$ cat src/rtl/core/tcr_pkg.sv
// Shared types and constants for the text cell renderer.
package tcr_pkg;

  localparam int STORE_AW    = 10;
  localparam int STORE_DEPTH = 1 << STORE_AW;
  localparam int ADDR_W      = 15;
  localparam int CELL_BYTES  = 4;
  localparam int QUEUE_DEPTH = 4;
  localparam int QUEUE_AW    = 2;
  localparam int CFG_IDX_W   = 3;

  localparam logic       OP_FONT_WRITE = 1'b0;
  localparam logic       OP_CHAR       = 1'b1;
  localparam logic [7:0] CODE_NONE     = 8'h00;
  localparam logic [7:0] CODE_INVERSE  = 8'h01;
  localparam logic [15:0] INVERSE_MASK = 16'hFFFF;

  localparam logic [CFG_IDX_W-1:0] CFG_PAL_ZERO  = 3'd0;
  localparam logic [CFG_IDX_W-1:0] CFG_PAL_ONE   = 3'd1;
  localparam logic [CFG_IDX_W-1:0] CFG_PAL_TWO   = 3'd2;
  localparam logic [CFG_IDX_W-1:0] CFG_PAL_THREE = 3'd3;

  typedef logic [3:0] color_t;
  typedef color_t [3:0] palette_t;

  localparam palette_t PALETTE_RESET = {4'd3, 4'd3, 4'd3, 4'd0};

  typedef struct packed {
    logic                is_draw;
    logic [STORE_AW-1:0] mem_addr;
    logic [15:0]         bits;
    logic                inv;
    logic [ADDR_W-1:0]   base;
  } q_entry_t;

endpackage

$ cat src/rtl/core/tcr_front.sv
// Front end: accepts items, tracks the cursor and classifies each item.
module tcr_front #(
  parameter int GLYPH_COUNT  = 128,
  parameter int GRID_COLUMNS = 40,
  parameter int GRID_ROWS    = 25
) (
  input  logic              clk,
  input  logic              rst_n,
  input  logic              in_valid,
  output logic              in_stall,
  input  logic              in_operation,
  input  logic [6:0]        in_glyph_index,
  input  logic [2:0]        in_glyph_row,
  input  logic [15:0]       in_glyph_bits,
  input  logic [7:0]        in_char_code,
  input  logic              in_string_start,
  input  logic [7:0]        in_start_column,
  input  logic [7:0]        in_start_row,
  input  logic              q_full,
  output logic              q_push,
  output tcr_pkg::q_entry_t q_entry
);
  import tcr_pkg::*;

  localparam int          ROW_BYTES = 8 * GRID_COLUMNS * CELL_BYTES;
  localparam logic [8:0]  COLS_LIM  = 9'(GRID_COLUMNS);
  localparam logic [8:0]  ROWS_LIM  = 9'(GRID_ROWS);
  localparam logic [8:0]  GLYPH_LIM = 9'(GLYPH_COUNT);

  logic [7:0]  col_r, col_nxt;
  logic [7:0]  row_r, row_nxt;
  logic        inv_r, inv_nxt;
  logic        halt_r, halt_nxt;
  logic        accept;
  logic [7:0]  col0, row0, col1, row1;
  logic        inv0, halt0, wrap;
  logic [6:0]  glyph;
  logic [23:0] base_full;

  assign in_stall = q_full;
  assign accept   = in_valid && !q_full;

  always_comb begin
    col0  = in_string_start ? in_start_column : col_r;
    row0  = in_string_start ? in_start_row : row_r;
    inv0  = in_string_start ? 1'b0 : inv_r;
    halt0 = in_string_start ? 1'b0 : halt_r;
    wrap  = {1'b0, col0} >= COLS_LIM;
    col1  = wrap ? 8'd0 : col0;
    row1  = (wrap && row0 != 8'hFF) ? row0 + 8'd1 : row0;
    glyph = ({1'b0, in_char_code} >= GLYPH_LIM) ? 7'd0 : in_char_code[6:0];
    base_full = 24'(row1) * 24'(ROW_BYTES) + 24'({col1, 2'b00});

    col_nxt  = col_r;
    row_nxt  = row_r;
    inv_nxt  = inv_r;
    halt_nxt = halt_r;
    q_push   = 1'b0;
    q_entry  = '0;

    if (accept) begin
      if (in_operation == OP_FONT_WRITE) begin
        q_push           = 1'b1;
        q_entry.is_draw  = 1'b0;
        q_entry.mem_addr = {in_glyph_index, in_glyph_row};
        q_entry.bits     = in_glyph_bits;
      end else begin
        col_nxt  = col0;
        row_nxt  = row0;
        inv_nxt  = inv0;
        halt_nxt = halt0;
        if (in_char_code == CODE_NONE || halt0) begin
          // drop
        end else if (in_char_code == CODE_INVERSE) begin
          inv_nxt = ~inv0;
        end else begin
          col_nxt = col1;
          row_nxt = row1;
          if ({1'b0, row1} >= ROWS_LIM) begin
            halt_nxt = 1'b1;
          end else begin
            col_nxt          = col1 + 8'd1;
            q_push           = 1'b1;
            q_entry.is_draw  = 1'b1;
            q_entry.mem_addr = {glyph, 3'b000};
            q_entry.inv      = inv0;
            q_entry.base     = base_full[ADDR_W-1:0];
          end
        end
      end
    end
  end

  always_ff @(posedge clk) begin
    if (!rst_n) begin
      col_r  <= '0;
      row_r  <= '0;
      inv_r  <= 1'b0;
      halt_r <= 1'b0;
    end else begin
      col_r  <= col_nxt;
      row_r  <= row_nxt;
      inv_r  <= inv_nxt;
      halt_r <= halt_nxt;
    end
  end

endmodule

$ cat config.mk
export PLATFORM = sky130hd
export DESIGN_NAME = tcr_front
export DESIGN_NICKNAME = d
export VERILOG_FILES = /design/src/rtl/core/tcr_pkg.sv /design/src/rtl/core/tcr_front.sv
export SDC_FILE = /design/constraint.sdc
export NUM_CORES = 1
export LEC_CHECK = 0
export BUFFER_PORTS_ARGS = -buffer_cell sky130_fd_sc_hd__buf_4
export CELL_PAD_IN_SITES_DETAIL_PLACEMENT = 0
export CELL_PAD_IN_SITES_GLOBAL_PLACEMENT = 1
export CORE_ASPECT_RATIO = 2
export CORE_MARGIN = 2
export CORE_UTILIZATION = 34
export DETAILED_ROUTE_END_ITERATION = 6
export GPL_ROUTABILITY_DRIVEN = 0
export PLACE_DENSITY_LB_ADDON = 0.25
export RECOVER_POWER = 50
export SLEW_MARGIN = 20
export SYNTH_ARGS = -nofsm -noshare
export SYNTH_HDL_FRONTEND = slang
export SYNTH_SLANG_ARGS = --single-unit
$ cat constraint.sdc
create_clock -name clk -period 4.8 [get_ports clk]
set_input_delay 0.24 -clock clk [delete_from_list [all_inputs] [get_ports clk]]
set_output_delay 0.24 -clock clk [all_outputs]
set_load 0.01 [all_outputs]
==> results.yml, run 1 <==
cells_and_area:
  layout_commonest_cell: "buf_4"
  syn_to_final_growth_pct: 35.9
  final_util: 0.472
  nNetsFinal: 471
  drive_above_1_share: 0.306
  num_antenna_cells: 0
  final_cell_mix: "96 x buf_4, 28 x nor2_1, 22 x nand2_1"
  final_cells: 492
  fin_area_mm2: 0.00323
critical_path:
  cpPeakStageDelay_ns: 0.44
  ff2ff_path_depth: 13
  worstPathRequired_ns: 4.56
  critPathMaxFanout: 6
  crit_chain: "mux2i_4 > inv_2 > ha_1 > inv_1 > a21oi_2 > a21oi_2 > nand2_1 > xnor2_1 > ha_1 > ha_1 > inv_1 > fa_1 > nand2_1 > a21oi_1 > a221oi_1 > xor2_1 > xnor2_1 > xnor2_1 > nor2_1 > buf_4"
  arrival_ns: 4.05
  cp_slowest_cell: "fa_1"
  cp-end-kind: "primary output"
  crit_type: "flop to primary output"
  critPathLaunchType: "flop"
floorplanning:
  dieArea_mm2: 0.00771
  start_util: 0.348
  rows: 43
  coreArea_mm2: 0.00683
  ioPinCount: 101
  die_w_um: 63.1
  die_h_um: 122
timing:
  tns_ns: 0
  period_share: 0.894
  max_freq_mhz: 233
  worstMarginPinSlew_ns: 1.24
  whs_ns: 0.292
  clock-skew-final_ns: 0.00560
  setup_violations: 0
  rsz0062_at_grt: "no"
  slew_viol_final: 0
  slew_headroom: 0.168
  hold_viol: 0
  period_minus_slack_ns: 4.29
  fin_ws_ns: 0.510
power:
  switching_power_mw: 0.189
  power.leakage_nw: 1.48
  p_per_area_mw_per_mm2: 181
  p_comb_frac: 0.400
  swShare: 0.324
  ir_drop_uv: 169
  power.total_mw: 0.584
  seqPwrFrac: 0.271
  pwr-share-clk: 0.329
  internal_power_mw: 0.395
place:
  post-place-ws_ns: 0.580
  dp_cells: 488
  place_area_mm2: 0.00315
  dp_hpwl_mm: 5.80
  io_buffers: 98
yosys:
  async_flop_share: 0
  yosys_warnings: 0
  syn_area_per_cell_um2: 7.66
  synthCells: 310
  synth_edf_count: 0
  synth-seq-area-share: 0.152
  synth_seq_cells: 18
  yosys_most_used_dff: "dfxtp_1"
  synth_area_mm2: 0.00237
  synthDistinctLibCells: 62
job:
  cap_violations: 0
clock_tree:
  cts_tree: "built"
  clkLatencyLatePin_ns: 0.25
  clockRootBuffer: "clkbuf_16"
  numCtsBuffers: 3
  cts_setup_buffers: 0
  clk_path_buf_depth: 2
  htree_num_levels: 1
  cts.clk_slew.worst_paths_ns: 0.06
  cts_sinks: 18
routing:
  drc: 0
  wl_mm: 7.27
  ant_nets: 0
  drtPass1Iterations: 4
  wl_per_cell_um: 14.8
  drt_iter0_drc: 91
  route.detailed.vias_per_inst: 5.17
  vias: 2546
outcome:
  run_status: "completed"
hold_path:
  min_path_type: "input pin to flop"
  whs_path_depth: 3
global_route:
  grt_pass1_vias: 2420
  grt_pass1_wl_mm: 12.0
  gr-total-overflow: 0
  grtUsageTotal: 0.189
  antenna_found_initial: 0
  grt_max_degree: 37
[power by group through the flow]
stage / Clock [mW] / Sequential, mW / Combinational (mW)
after floorplan: 0 / 0.160 / 0.159
after global placement: 0 / 0.161 / 0.230
after detailed placement: 0 / 0.162 / 0.234
after CTS: 0.194 / 0.158 / 0.234
after global routing: 0.201 / 0.159 / 0.261
final: 0.192 / 0.158 / 0.233
[registers in the layout, indices dropped and copies added (netlist names)]
signal  count
row_r       8
inv_r       1
halt_r      1
col_r       8
[metal layers]
layer / up-vias / wire length (µm) / GRT usage
met4: 0 / 55 / 0.0264
met2: 49 / 3850 / 0.342
met1: 1210 / 3140 / 0.246
li1: 1281 / - / -
met3: 6 / 229 / 0.0175
met5: - / 0 / 0
[cells by family after synthesis]
logic type,after synthesis,share of synthesized area
AO/OA/AOI/OAI,74,0.225
XOR/XNOR,20,0.0738
adder cells (fa/ha/maj),12,0.0695
buffers and inverters,33,0.0722
flip-flops,18,0.152
multiplexers,25,0.110
other,1,0.00158
AND/OR/NAND/NOR,127,0.296
[path summary, 6_finish.rpt]
check | from | end | slack, ns
hold / removal | in_char_code[0] | inv_r | 0.29
setup reg to reg | row_r[0] | col_r[0] | 1.57
setup / recovery | row_r[0] | q_entry[14] | 0.51
hold reg to reg | inv_r | inv_r | 0.50
[area by class of cell]
type	count	area (µm²)
fillers	733	3600
inverters	16	62.6
clock buffers	4	88.8
repair buffers	101	743
flip-flops and latches	18	360
well taps	90	113
multi-input cells	263	1860
[worst max-delay path: cells and delay by family (launching register included)]
family,cells,cell delay [ns]
AO/OA/AOI/OAI,4,0.72
XOR/XNOR,4,0.77
flip-flops,1,0.33
buffers and inverters,4,0.42
AND/OR/NAND/NOR,3,0.26
adder cells (fa/ha/maj),4,1.02
multiplexers,1,0.26
[what timing repair did]
action | 4_1_cts | 5_1_grt
resized for setup | 0 | 1
setup endpoints to repair | 0 | 1
hold buffers | 0 | 0
[cell usage after synthesis, types with 7 or more instances]
library cell / count / area, µm²
clkbuf_1: 7 / 26.3
xnor2_1: 18 / 158
nor2_1: 28 / 105
and2_1: 29 / 181
nor3_1: 8 / 40.0
a21oi_1: 15 / 75.1
ha_1: 10 / 125
mux2i_1: 18 / 180
dfxtp_1: 18 / 360
and3_1: 7 / 43.8
a22o_1: 7 / 61.3
inv_1: 14 / 52.6
o21ai_0: 18 / 90.1
nand2_1: 22 / 82.6
Power figures use the tool's default switching activity.
==> run 2: changes to the inputs <==
Settings changed: RECOVER_POWER 50 to 100.
==> run 2 against run 1 <==
Against the previous run: setup slack better by 0.0066 ns; via count up 0.43%; sequential share of layout area up 0.32 points; non-clock buffer count unchanged; power down 1.2%; utilization down 1.3 points; highest routed layer unchanged; clock skew down 0.0020 ns; sequential power about the same; largest cell class unchanged; largest power group unchanged; hold slack worse by 0.0024 ns; sequential cell count unchanged; clock power about the same.
==> results.yml, run 2 (synthesized netlist as in run 1, its figures left out) <==
outcome:
  run_status: "completed"
timing:
  max_freq_mhz: 233
  rsz0062_at_grt: "no"
  worstMarginPinSlew_ns: 1.24
  hold_viol: 0
  slew_viol_final: 0
  period_share: 0.892
  slew_headroom: 0.168
  period_minus_slack_ns: 4.28
  setup_violations: 0
  clock-skew-final_ns: 0.00358
  fin_ws_ns: 0.516
  tns_ns: 0
global_route:
  grtUsageTotal: 0.189
  antenna_found_initial: 0
  grt_pass1_vias: 2420
  gr-total-overflow: 0
  grt_max_degree: 37
  grt_pass1_wl_mm: 12.0
critical_path:
  rrSetupSlack_ns: 1.25
  crit_type: "flop to primary output"
  worstPathRequired_ns: 4.56
  reg2reg_from: "row_r[0]"
  ff2ff_path_depth: 13
  critPathLaunchType: "flop"
  crit_path_start: "row_r[0]"
  regToRegEndpoint: "col_r[3]"
  cp-end-kind: "primary output"
  arrival_ns: 4.04
  critPathMaxFanout: 6
hold_path:
  min_to: "col_r[7]"
  whs_path_depth: 3
  min_path_type: "input pin to flop"
  min_from: "in_start_column[7]"
floorplanning:
  dieArea_mm2: 0.00771
  ioPinCount: 101
  rows: 43
  start_util: 0.348
  coreArea_mm2: 0.00683
  die_h_um: 122
  die_w_um: 63.1
power:
  p_per_area_mw_per_mm2: 184
  seqPwrFrac: 0.275
  p_comb_frac: 0.394
  power.leakage_nw: 1.38
  internal_power_mw: 0.391
  ir_drop_uv: 167
  pwr-share-clk: 0.332
  swShare: 0.323
  switching_power_mw: 0.186
clock_tree:
  cts_tree: "built"
  clockRootBuffer: "clkbuf_16"
  postCtsHoldBufs: 0
  numCtsBuffers: 3
  cts.clk_slew.worst_paths_ns: 0.06
  clkLatencyLatePin_ns: 0.25
  clk_path_buf_depth: 2
  htree_num_levels: 1
  cts_setup_buffers: 0
  cts_sinks: 18
place:
  place_area_mm2: 0.00315
  post-place-ws_ns: 0.580
  dp_hpwl_mm: 5.80
  io_buffers: 98
routing:
  route.detailed.vias_per_inst: 5.20
  ant_nets: 0
  vias: 2557
  drtPass1Iterations: 4
  drc: 0
  wl_per_cell_um: 14.7
  wl_mm: 7.24
  drt_iter0_drc: 94
cells_and_area:
  nNetsFinal: 471
  num_antenna_cells: 0
  reg_top3: "col_r: 8 flops, row_r: 8 flops"
  fin_area_mm2: 0.00314
  syn_to_final_growth_pct: 32.1
  drive_above_1_share: 0.254
  final_cell_mix: "77 x buf_4, 28 x nor2_1, 23 x nand2_1, 23 x clkbuf_1, 21 x and2_0"
  layout_commonest_cell: "buf_4"
job:
  cap_violations: 0
[run 2: cell count changes in the layout (fill, tap and decap cells not counted)]
cell	change
buf_4	-19
and2_1	-3
a21boi_4	-1
a21boi_0	+1
and2_0	+3
nand2_4	-1
clkbuf_1	+19
nand2_1	+1
[run 2: cell type report]
cell class,count,area [µm²]
clock buffer,4,88.8
fill,754,3690
inverter,16,62.6
multi-input combinational,263,1840
sequential,18,360
tap,90,113
timing repair buffer,101,672
[run 2: stage by stage]
| step | hold slack [ns] | cells | utilization | power [mW] |
|---|---|---|---|---|
| after global placement | 0.475 | 488 | 0.461 | 0.392 |
| after global routing | 0.318 | 492 | 0.459 | 0.615 |
| after detailed placement | 0.491 | 488 | 0.461 | 0.395 |
| after floorplan | 0.409 | 314 | - | 0.320 |
| after CTS | 0.290 | 492 | 0.474 | 0.587 |
| final | 0.290 | 492 | 0.459 | 0.577 |
[run 2: worst max-delay path, stage by stage (launching register included)]
cell and delay (ns):
dfxtp_1 0.33, mux2i_4 0.26, inv_2 0.10, ha_1 0.22
inv_1 0.13, a21oi_2 0.08, a21oi_2 0.31, nand2_1 0.11
xnor2_1 0.25, ha_1 0.20, ha_1 0.16, inv_1 0.05
fa_1 0.44, nand2_1 0.10, a21oi_1 0.06, a221oi_1 0.26
xor2_1 0.20, xnor2_1 0.17, xnor2_1 0.10, nor2_1 0.08
clkbuf_1 0.16
[run 2: power groups by stage]
stage	clock (mW)	sequential, mW	combinational, mW
after floorplan	0	0.160	0.159
after global placement	0	0.161	0.230
after detailed placement	0	0.162	0.234
after CTS	0.194	0.158	0.234
after global routing	0.201	0.159	0.255
final	0.191	0.158	0.227
[run 2: worst max path at each step]
| stage | end | cells past startpoint |
|---|---|---|
| 2_1_floorplan | q_entry[14] | 19 |
| 3_3_place_gp | q_entry[14] | 21 |
| 3_5_place_dp | q_entry[14] | 21 |
| 4_1_cts | q_entry[14] | 20 |
| 5_1_grt | q_entry[14] | 20 |
| 6_report | q_entry[14] | 20 |
[run 2: layer usage]
metal	track usage	share of wire
met1	0.246	0.43
met2	0.342	0.53
met3	0.0175	0.037
met4	0.0264	0.0080
met5	0	0
[run 2: what timing repair did]
item                                    in CTS  in global routing
endpoints found under the hold margin        0                  0
endpoints found under the setup margin       0                  1
resized for setup                            0                  1
