File: config.mk
export PLATFORM = sky130hd
export DESIGN_NAME = tcr_queue
export DESIGN_NICKNAME = d
export VERILOG_FILES = /design/src/rtl/core/tcr_pkg.sv /design/src/rtl/core/tcr_queue.sv
export SDC_FILE = /design/constraint.sdc
export NUM_CORES = 1
export LEC_CHECK = 0
export BUFFER_PORTS_ARGS = -buffer_cell sky130_fd_sc_hd__buf_4
export CAP_MARGIN = 10
export CORE_MARGIN = 1.5
export CORE_UTILIZATION = 35
export DETAILED_ROUTE_END_ITERATION = 12
export PLACE_DENSITY = 0.64
export RECOVER_POWER = 100
export SETUP_SLACK_MARGIN = 0.1
export SYNTH_ARGS = -nofsm -noshare
export SYNTH_HDL_FRONTEND = slang
export SYNTH_SLANG_ARGS = --single-unit
File: constraint.sdc
create_clock -name clk -period 5 [get_ports clk]
set_input_delay 0.75 -clock clk [delete_from_list [all_inputs] [get_ports clk]]
set_output_delay 0.75 -clock clk [all_outputs]
set_load 0.03 [all_outputs]
File: src/rtl/core/tcr_pkg.sv
// Shared types and constants for the text cell renderer.
package tcr_pkg;

  localparam int STORE_AW    = 10;
  localparam int STORE_DEPTH = 1 << STORE_AW;
  localparam int ADDR_W      = 15;
  localparam int CELL_BYTES  = 4;
  localparam int QUEUE_DEPTH = 4;
  localparam int QUEUE_AW    = 2;
  localparam int CFG_IDX_W   = 3;

  localparam logic       OP_FONT_WRITE = 1'b0;
  localparam logic       OP_CHAR       = 1'b1;
  localparam logic [7:0] CODE_NONE     = 8'h00;
  localparam logic [7:0] CODE_INVERSE  = 8'h01;
  localparam logic [15:0] INVERSE_MASK = 16'hFFFF;

  localparam logic [CFG_IDX_W-1:0] CFG_PAL_ZERO  = 3'd0;
  localparam logic [CFG_IDX_W-1:0] CFG_PAL_ONE   = 3'd1;
  localparam logic [CFG_IDX_W-1:0] CFG_PAL_TWO   = 3'd2;
  localparam logic [CFG_IDX_W-1:0] CFG_PAL_THREE = 3'd3;

  typedef logic [3:0] color_t;
  typedef color_t [3:0] palette_t;

  localparam palette_t PALETTE_RESET = {4'd3, 4'd3, 4'd3, 4'd0};

  typedef struct packed {
    logic                is_draw;
    logic [STORE_AW-1:0] mem_addr;
    logic [15:0]         bits;
    logic                inv;
    logic [ADDR_W-1:0]   base;
  } q_entry_t;

endpackage

File: src/rtl/core/tcr_queue.sv
// Short work queue between the front and back ends.
module tcr_queue (
  input  logic              clk,
  input  logic              rst_n,
  input  logic              push,
  input  tcr_pkg::q_entry_t push_entry,
  input  logic              pop,
  output tcr_pkg::q_entry_t head,
  output logic              full,
  output logic              empty
);
  import tcr_pkg::*;

  q_entry_t            slot_r [QUEUE_DEPTH];
  logic [QUEUE_AW-1:0] wr_ptr_r, wr_ptr_nxt;
  logic [QUEUE_AW-1:0] rd_ptr_r, rd_ptr_nxt;
  logic [QUEUE_AW:0]   count_r, count_nxt;

  assign head  = slot_r[rd_ptr_r];
  assign full  = count_r == (QUEUE_AW + 1)'(QUEUE_DEPTH);
  assign empty = count_r == '0;

  always_comb begin
    wr_ptr_nxt = push ? wr_ptr_r + 1'b1 : wr_ptr_r;
    rd_ptr_nxt = pop ? rd_ptr_r + 1'b1 : rd_ptr_r;
    count_nxt  = count_r;
    if (push && !pop) begin
      count_nxt = count_r + 1'b1;
    end else if (pop && !push) begin
      count_nxt = count_r - 1'b1;
    end
  end

  always_ff @(posedge clk) begin
    if (push) begin
      slot_r[wr_ptr_r] <= push_entry;
    end
  end

  always_ff @(posedge clk) begin
    if (!rst_n) begin
      wr_ptr_r <= '0;
      rd_ptr_r <= '0;
      count_r  <= '0;
    end else begin
      wr_ptr_r <= wr_ptr_nxt;
      rd_ptr_r <= rd_ptr_nxt;
      count_r  <= count_nxt;
    end
  end

endmodule

==> results.txt, run 1 <==
Max Buffers Root-to-Sink: 2
Slew @ Worst Pin: 2.87 ns
DR DRC count: 0
Post-synth EDFFs: 172
Critical Path RT: 4.25 ns
IO buf count: 91
initial antenna violation count: 1
Setup Buffers After CTS: 0
Finish-stage setup viols: 0
H-tree depth: 4
clock latency on the worst-skew pair: 0.42 ns
CP Launch Type: flop
fraction of registers with async set/reset: 0%
CTS tree: built
outcome: finished, violations left
dpl hpwl: 6720 um
IO Count: 92
Chip Height: 141 um
Global Route Usage Sum: 12.6%
Yosys reg bits: 181
layout cells sized above 1: 20.2%
TritonRoute pass-1 iters: 4
Routed WL per cell: 18.9 um
final net count: 426
PostCTS Resize Cnt: 0
Hold Crit Class: reg -> reg
via count: 3014
Synth Flop Type: edfxtp_1
largest net degree at the start of global routing: 44
CP arrival: 2.79 ns
top post-synthesis cells by count: edfxtp_1, mux4_2, and2_1, dfxtp_1, ha_1
global-route wire length before repair: 18400 um
RSZ-0062 raised after global routing: false
Synth area leader: edfxtp_1
WL final: 11700 um
Mapped Area: 6710 sq um
GP Congestion: 0.691
share of the synthesized area in the top cell type: 77.0%
maximum vdd drop: 194 uV
syn nets: 321
final cycle utilization of the critical path: 70.8%
Rows: 50
Layout Skew: 0.0133 ns
Overflow after GRT: 0
post-DR vias/cell: 4.85
critical path class: reg -> out
hold_buf cts: 0
Critical Path End Type: primary output
clk root buf: clkbuf_16
Cell variety after synth: 22
most frequent cell after synthesis: edfxtp_1
synthesized area per cell: 25.0 sq um
CTS sink cnt: 181
Syn-to-layout area delta: 17.3%
vias in the first global route: 3396
TNS Setup: 0 ns
Mapped Cells: 268
antenna-violating nets left: 0
dpl ws: 2.37 ns
PD cells: 444 nW/um^2
max-capacitance violation count: 5
core region area: 18800 sq um
initial core utilization: 35.7%
initial detailed-routing violation count: 149
Rel. slew slack: -91.6%
Max Clk Rate: 283 MHz
Final Worst Setup Slack: 1.46 ns
Die X-Extent: 141 um
failing checks: max-capacitance violations, max-slew violations
Pleak: 2.44 nW
TritonCTS Buffers: 17
die area: 20000 sq um
top cells by area, synth: edfxtp_1, mux4_2, dfxtp_1
Reg clk slew, reported paths: 0.07 ns
post-synthesis sequential area ratio: 79.7%
Yosys warning total: 0
overall power: 3.49 mW
Final min period: 3.54 ns
final hold vios: 0
fin. max-slew vios: 203
worst-path fanout max: 43
==> placed cells by master (no fill, tap or decap), types with 2 or more instances in the layout <==
cell	synthesis	layout
edfxtp_1	172	172
clkbuf_1	1	93
mux4_2	40	40
clkbuf_16	0	17
dfxtp_1	9	7
and2_0	0	5
ha_1	5	5
inv_1	4	4
and2_2	0	3
mux4_1	3	3
xor2_1	3	3
bufinv_16	0	3
clkinv_4	0	3
buf_4	0	3
xnor2_1	2	2
mux2i_1	2	2
nor2b_1	2	2
dfxtp_2	0	2
clkinv_1	0	2
clkinvlp_4	0	2
clkinv_2	0	2
inv_6	0	2
==> state kept, by name, summed over array words and instances, names as in the netlist, named ones only <==
name,flops
slot_r,172
wr_ptr_r,2
rd_ptr_r,2
count_r,3
==> cell families after synthesis <==
group	synth area share (%)
flops	79.7
mux	14.9
simple gates	1.36
buf+inv	1.94
fa+ha+maj	1.23
xor+xnor	0.653
compound gates	0.187
==> per-layer routing <==
layer | wire length [um] | global-route usage (%)
met5 | 0 | 0
met4 | 187 | 5.97
met3 | 645 | 4.25
met2 | 5960 | 20.8
met1 | 4950 | 14.8
==> critical path: stages (launching register included) <==
cell      delay [ns]
dfxtp_2         1.42
mux4_1          0.69
clkbuf_1        0.23
==> metrics by stage <==
step	utilization [%]	instance area, sq um	std cells	hold slack (ns)
2_1_floorplan	-	6710	268	0.472
4_1_cts	43.8	8220	620	0.500
5_1_grt	41.9	7860	620	0.567
3_3_place_gp	40.6	7610	588	0.487
6_report	41.9	7870	621	0.559
3_5_place_dp	40.6	7610	588	0.532
==> final timing paths <==
path	from	slack, ns	end	cells past startpoint
setup reg to reg	wr_ptr_r[0]	1.62	slot_r[3][8]	3
hold / removal	count_r[2]	0.56	count_r[2]	2
setup / recovery	flop	1.46	head[39]	2
hold reg to reg	count_r[2]	0.56	count_r[2]	2
==> report_power, final <==
part           internal [mW]  switching [mW]  total (mW)  leakage, nW
Combinational          0.127           0.241       0.368        0.497
Clock                  0.789           0.550        1.34        0.291
Sequential              1.74          0.0408        1.79         1.65
Total                   2.66           0.832        3.49         2.44
==> final cells by class <==
| cell class | instances | area [sq um] |
|---|---|---|
| fillers | 1652 | 10900 |
| flip-flops and latches | 181 | 5350 |
| multi-input cells | 73 | 1230 |
| clock buffers | 17 | 425 |
| repair buffers | 96 | 372 |
| well taps | 234 | 293 |
| clock inverters | 15 | 178 |
| inverters | 4 | 15.0 |
| diodes | 1 | 2.50 |
No activity file was read; power rests on OpenSTA's default activity.
==> run 2, diff against run 1 <==
PLACE_DENSITY = 0.66   (was 0.64)
clock period = 2.8 ns   (was 5 ns; I/O delays follow)
==> run 2 against run 1 <==
The flow now finishes without violations. Utilization up 0.81 points. Power up 80%. Register-to-register slack worse by 1.1 ns. Critical path depth up 1. Sequential cell count unchanged. Critical path type unchanged. Largest cell class unchanged. Highest routed layer unchanged.
==> results.txt, run 2 (same netlist as run 1, synthesis figures left out) <==
RSZ-0062 raised after global routing: false (unchanged)
core region area: 18800 sq um (unchanged)
layout cells sized above 1: 24.4% (was 20.2%)
PD cells: 785 nW/um^2 (was 444 nW/um^2)
Biggest register: slot_r (unchanged)
outcome: finished, final reports clean (was finished, violations left)
Rows: 50 (unchanged)
reg2reg start: wr_ptr_r[0] (unchanged)
initial antenna violation count: 1 (unchanged)
PostCTS Resize Cnt: 0 (unchanged)
CP top delay family: multiplexers (was flip-flops)
final hold vios: 0 (unchanged)
Hold Path Sink: slot_r[1][1] (was count_r[2])
TritonCTS Buffers: 17 (unchanged)
CP Launch Type: flop (unchanged)
dpl hpwl: 7310 um (was 6720 um)
R2R Path End: slot_r[1][32] (was slot_r[3][8])
Max Clk Rate: 400 MHz
Max Buffers Root-to-Sink: 2 (unchanged)
GP Congestion: 0.662 (was 0.691)
commonest non-fill, non-tap cells in the layout: edfxtp_1, clkbuf_1, mux4_2 (unchanged)
clk root buf: clkbuf_16 (unchanged)
Final min period: 2.50 ns
Finish-stage setup viols: 0 (unchanged)
final-layout fill cell count: 1669 (was 1652)
Overflow after GRT: 0 (unchanged)
clock latency on the worst-skew pair: 0.43 ns (was 0.42 ns)
Slew @ Worst Pin: 1.30 ns (was 2.87 ns)
biggest registers after layout: slot_r x172, count_r x3 (unchanged)
initial detailed-routing violation count: 118 (was 149)
Rel. slew slack: 13.2% (was -91.6%)
P_int: 4.78 mW (was 2.66 mW)
WP buf/inv: 2 (was 1)
maximum vdd drop: 437 uV (was 194 uV)
Reg clk slew, reported paths: 0.07 ns (about the same)
Sw Share: 24.0% (was 23.8%)
critical path class: reg -> out (unchanged)
IO Count: 92 (unchanged)
final cycle utilization of the critical path: 89.3%
Final Worst Setup Slack: 0.299 ns (was 1.46 ns)
Layout Skew: 0.00700 ns (was 0.0133 ns)
DR DRC count: 0 (unchanged)
via count: 2986 (was 3014)
P_sw: 1.51 mW (was 0.832 mW)
post-DR vias/cell: 4.78 (was 4.85)
Critical Path RT: 2.38 ns (was 4.25 ns)
setup slack, reg-to-reg: 0.49 ns (was 1.62 ns)
TNS Setup: 0 ns (unchanged)
Largest stage delay, worst path: 0.56 ns (was 1.42 ns)
vias in the first global route: 3215 (was 3396)
register area: 5350 sq um (about the same)
TritonRoute pass-1 iters: 4 (unchanged)
Clk network pwr share: 38.3% (about the same)
Sequential Power Share: 50.3% (was 51.1%)
max reg flops: 172 (unchanged)
worst path cell trace: clkbuf_2, mux4_2, buf_4 (was mux4_1, clkbuf_1)
Global Route Usage Sum: 12.5% (was 12.6%)
largest net degree at the start of global routing: 31 (was 44)
combinational share of power: 11.4% (was 10.5%)
final net count: 430 (was 426)
max-capacitance violation count: 0 (was 5)
worst-path fanout max: 13 (was 43)
antenna-violating nets left: 0 (unchanged)
CTS sink cnt: 181 (unchanged)
Chip Height: 141 um (unchanged)
CP arrival: 2.08 ns (was 2.79 ns)
WL final: 11800 um (was 11700 um)
CP max stage cell: mux4_2 (was dfxtp_2)
Die X-Extent: 141 um (unchanged)
multi-input logic area: 1230 sq um (about the same)
Critical Path End Type: primary output (unchanged)
Pleak: 2.54 nW (was 2.44 nW)
Reg2Reg Depth: 3 (unchanged)
Syn-to-layout area delta: 19.6% (was 17.3%)
global-route wire length before repair: 17900 um (was 18400 um)
initial core utilization: 35.7% (unchanged)
die area: 20000 sq um (unchanged)
CTS tree: built (unchanged)
Worst Hold Depth: 1 (was 2)
H-tree depth: 4 (unchanged)
fin. max-slew vios: 0 (was 203)
Routed WL per cell: 18.9 um (about the same)
min-delay src: push_entry[1] (was count_r[2])
Hold Crit Class: in -> reg (was reg -> reg)
IO buf count: 91 (unchanged)
hold slack: 0.246 ns (was 0.559 ns)
dpl ws: 0.637 ns (was 2.37 ns)
leading cell type in the layout, fill and taps excluded: edfxtp_1 (unchanged)
[run 2: changes by cell type in the layout (fill, tap and decap cells not counted), sizes merged]
cell,before,now
clkinvlp,2,3
inv,7,8
clkinv,7,5
clkbuf,110,101
buf,3,16
[run 2: routing by layer]
metal | GRT usage (%) | routed length, um
met2 | 20.8 | 5950
met4 | 4.88 | 189
met1 | 14.9 | 5050
met5 | 0 | 0
met3 | 4.59 | 641
[run 2: power groups by stage]
| stage | Clock (mW) | Sequential [mW] | Combinational, mW |
|---|---|---|---|
| 2_1_floorplan | 0 | 3.19 | 0.539 |
| 6_report | 2.41 | 3.17 | 0.718 |
| 3_5_place_dp | 0 | 3.24 | 0.814 |
| 5_1_grt | 2.58 | 3.18 | 0.769 |
| 4_1_cts | 2.46 | 3.18 | 0.816 |
| 3_3_place_gp | 0 | 3.23 | 0.800 |
[run 2: repair_timing]
item	4_1_cts	5_1_grt
buffers inserted	0	1
setup endpoints to repair	0	5
hold buffers	0	0
[run 2: worst max-delay path by stage]
stage                            from      endpoint  slack [ns]  cells after the start
after detailed placement         flop      head[27]        0.64                      3
after global placement           flop      head[32]        0.66                      3
final                            flop      head[27]        0.30                      3
after floorplan           wr_ptr_r[0]  slot_r[2][0]        0.82                      3
after global routing             flop      head[27]        0.14                      3
after CTS                        flop      head[27]        0.15                      3
[run 2: metrics by stage]
stage	utilization (%)	std cells	total power, mW	instance area, sq um
2_1_floorplan	-	268	3.73	6710
4_1_cts	44.3	623	6.46	8310
5_1_grt	42.7	624	6.52	8020
3_3_place_gp	41.1	591	4.03	7710
6_report	42.7	625	6.29	8020
3_5_place_dp	41.1	591	4.05	7710
[run 2: cell type report]
class | instances | area share, %
Antenna cell | 1 | 0.0312
Clock buffer | 17 | 5.31
Clock inverter | 15 | 2.20
Inverter | 4 | 0.187
Multi-Input combinational cell | 73 | 15.3
Sequential cell | 181 | 66.7
Tap cell | 234 | 3.65
Timing Repair Buffer | 100 | 6.57
==> run 3, diff against run 2 <==
ABC_CLOCK_PERIOD_IN_PS = 2800   (was not set)
CORE_MARGIN = 8   (was 1.5)
MAX_ROUTING_LAYER = met4   (was not set)
==> run 3 against run 2 <==
First-iteration DRC count is 72% higher. Global-route usage is 1.4 points lower. Sequential power hardly changed. Combinational power is 2% lower. Register-to-register slack worse by 0.11 ns. Count of clock-buffer cells in the layout stayed put. Critical path depth stayed put. Die area is 19% higher. Non-clock buffer count stayed put. Critical endpoint unchanged. Clock skew is 0.0033 ns higher. Largest cell class unchanged. Cell count is 0.32% lower. Sequential share of layout area is 1.0 points higher.
==> results.txt, run 3 (same netlist as run 1, synthesis figures left out) <==
outcome: finished, final reports clean (unchanged)
Rel. slew slack: 9.65% (was 13.2%)
critical path class: reg -> out (unchanged)
Max Buffers Root-to-Sink: 2 (unchanged)
CP arrival: 2.11 ns (was 2.08 ns)
Layout Skew: 0.0103 ns (was 0.00700 ns)
RSZ-0062 raised after global routing: false (unchanged)
maximum vdd drop: 409 uV (was 437 uV)
hold slack: 0.262 ns (was 0.246 ns)
Critical Path RT: 2.38 ns (about the same)
final net count: 430 (unchanged)
dpl hpwl: 7900 um (was 7310 um)
DR DRC count: 0 (unchanged)
Rows: 50 (unchanged)
CP max stage cell: mux4_2 (unchanged)
Largest stage delay, worst path: 0.55 ns (was 0.56 ns)
final cycle utilization of the critical path: 90.5% (was 89.3%)
leading cell type in the layout, fill and taps excluded: edfxtp_1 (unchanged)
Pleak: 2.50 nW (was 2.54 nW)
worst-path fanout max: 15 (was 13)
GP Congestion: 0.686 (was 0.662)
post-DR vias/cell: 4.80 (was 4.78)
antenna-violating nets left: 0 (unchanged)
Final min period: 2.53 ns (was 2.50 ns)
Die X-Extent: 154 um (was 141 um)
TNS Setup: 0 ns (unchanged)
WL final: 12500 um (was 11800 um)
Hold Crit Class: in -> reg (unchanged)
core region area: 18800 sq um (unchanged)
Overflow after GRT: 0 (unchanged)
die area: 23800 sq um (was 20000 sq um)
final hold vios: 0 (unchanged)
hold_buf cts: 0 (unchanged)
CP Launch Type: flop (unchanged)
final-layout fill cell count: 1676 (was 1669)
max reg flops: 172 (unchanged)
layout cells sized above 1: 26.3% (was 24.4%)
IO buf count: 91 (unchanged)
Setup Buffers After CTS: 0 (unchanged)
multi-input logic area: 1230 sq um (about the same)
commonest non-fill, non-tap cells in the layout: edfxtp_1, clkbuf_1, mux4_2 (unchanged)
largest net degree at the start of global routing: 44 (was 31)
Reg clk slew, reported paths: 0.06 ns (was 0.07 ns)
H-tree depth: 4 (unchanged)
initial core utilization: 35.7% (unchanged)
worst path cell trace: clkbuf_4, mux4_2, clkbuf_2 (was clkbuf_2, mux4_2, buf_4)
CTS sink cnt: 181 (unchanged)
Critical Path End Type: primary output (unchanged)
TritonRoute pass-1 iters: 4 (unchanged)
initial antenna violation count: 1 (unchanged)
initial detailed-routing violation count: 203 (was 118)
PD cells: 764 nW/um^2 (was 785 nW/um^2)
register area: 5350 sq um (unchanged)
Global Route Usage Sum: 11.1% (was 12.5%)
clk root buf: clkbuf_16 (unchanged)
biggest registers after layout: slot_r x172, count_r x3 (unchanged)
TritonCTS Buffers: 17 (unchanged)
Slew @ Worst Pin: 1.36 ns (was 1.30 ns)
max-capacitance violation count: 0 (unchanged)
Biggest register: slot_r (unchanged)
Chip Height: 154 um (was 141 um)
PostCTS Resize Cnt: 0 (unchanged)
global-route wire length before repair: 19200 um (was 17900 um)
IO Count: 92 (unchanged)
via count: 2991 (was 2986)
Syn-to-layout area delta: 17.7% (was 19.6%)
clock latency on the worst-skew pair: 0.41 ns (was 0.43 ns)
CTS tree: built (unchanged)
Routed WL per cell: 20.0 um (was 18.9 um)
fin. max-slew vios: 0 (unchanged)
vias in the first global route: 3350 (was 3215)
Finish-stage setup viols: 0 (unchanged)
Max Clk Rate: 395 MHz (was 400 MHz)
-- run 3: cell types whose count changed in the layout (fill, tap and decap cells not counted), moves of 3 or more --
cell,previous run,this run
clkbuf_1,77,72
clkbuf_2,7,16
and2_2,0,3
and2_1,5,1
buf_12,5,2
-- run 3: critical path: cells and delay by family, from the launching register on --
family / cells / cell delay [ns]
buffers and inverters: 2 / 0.60
muxes: 1 / 0.55
DFF: 1 / 0.54
-- run 3: final cells by class --
cell class / instances / share of cell area (%)
Sequential cell: 181 / 67.8
Antenna cell: 1 / 0.0317
Timing Repair Buffer: 100 / 5.90
Tap cell: 234 / 3.71
Clock inverter: 13 / 1.39
Clock buffer: 17 / 5.39
Inverter: 4 / 0.190
Multi-Input combinational cell: 73 / 15.6
-- run 3: power by group --
group,internal (mW),switching [mW]
Sequential,3.11,0.0576
Combinational,0.253,0.455
Clock,1.21,0.950
-- run 3: metrics by stage --
stage	total power, mW	cells	instance area (sq um)	worst slack, ns	utilization (%)
after floorplan	3.73	268	6710	0.819	-
after global placement	4.03	592	7670	0.716	40.9
after detailed placement	4.06	592	7670	0.709	40.9
after CTS	6.24	622	8200	0.249	43.7
after global routing	6.27	623	7900	0.0977	42.1
final	6.03	623	7900	0.267	42.1
-- run 3: per-layer routing --
layer | share of wire, % | up-vias | track usage [%]
li1 | - | 1346 | -
met1 | 43 | 1558 | 13.2
met2 | 50 | 77 | 17.1
met3 | 6.9 | 10 | 4.63
met4 | 0.83 | 0 | 3.50
met5 | 0 | - | -
-- run 3: worst paths after layout --
check / start / end / slack, ns / depth (start not counted)
setup / recovery: flop / head[27] / 0.27 / 3
hold / removal: push_entry[7] / slot_r[0][7] / 0.26 / 1
setup reg to reg: wr_ptr_r[0] / slot_r[2][4] / 0.38 / 4
hold reg to reg: count_r[2] / count_r[2] / 0.53 / 2
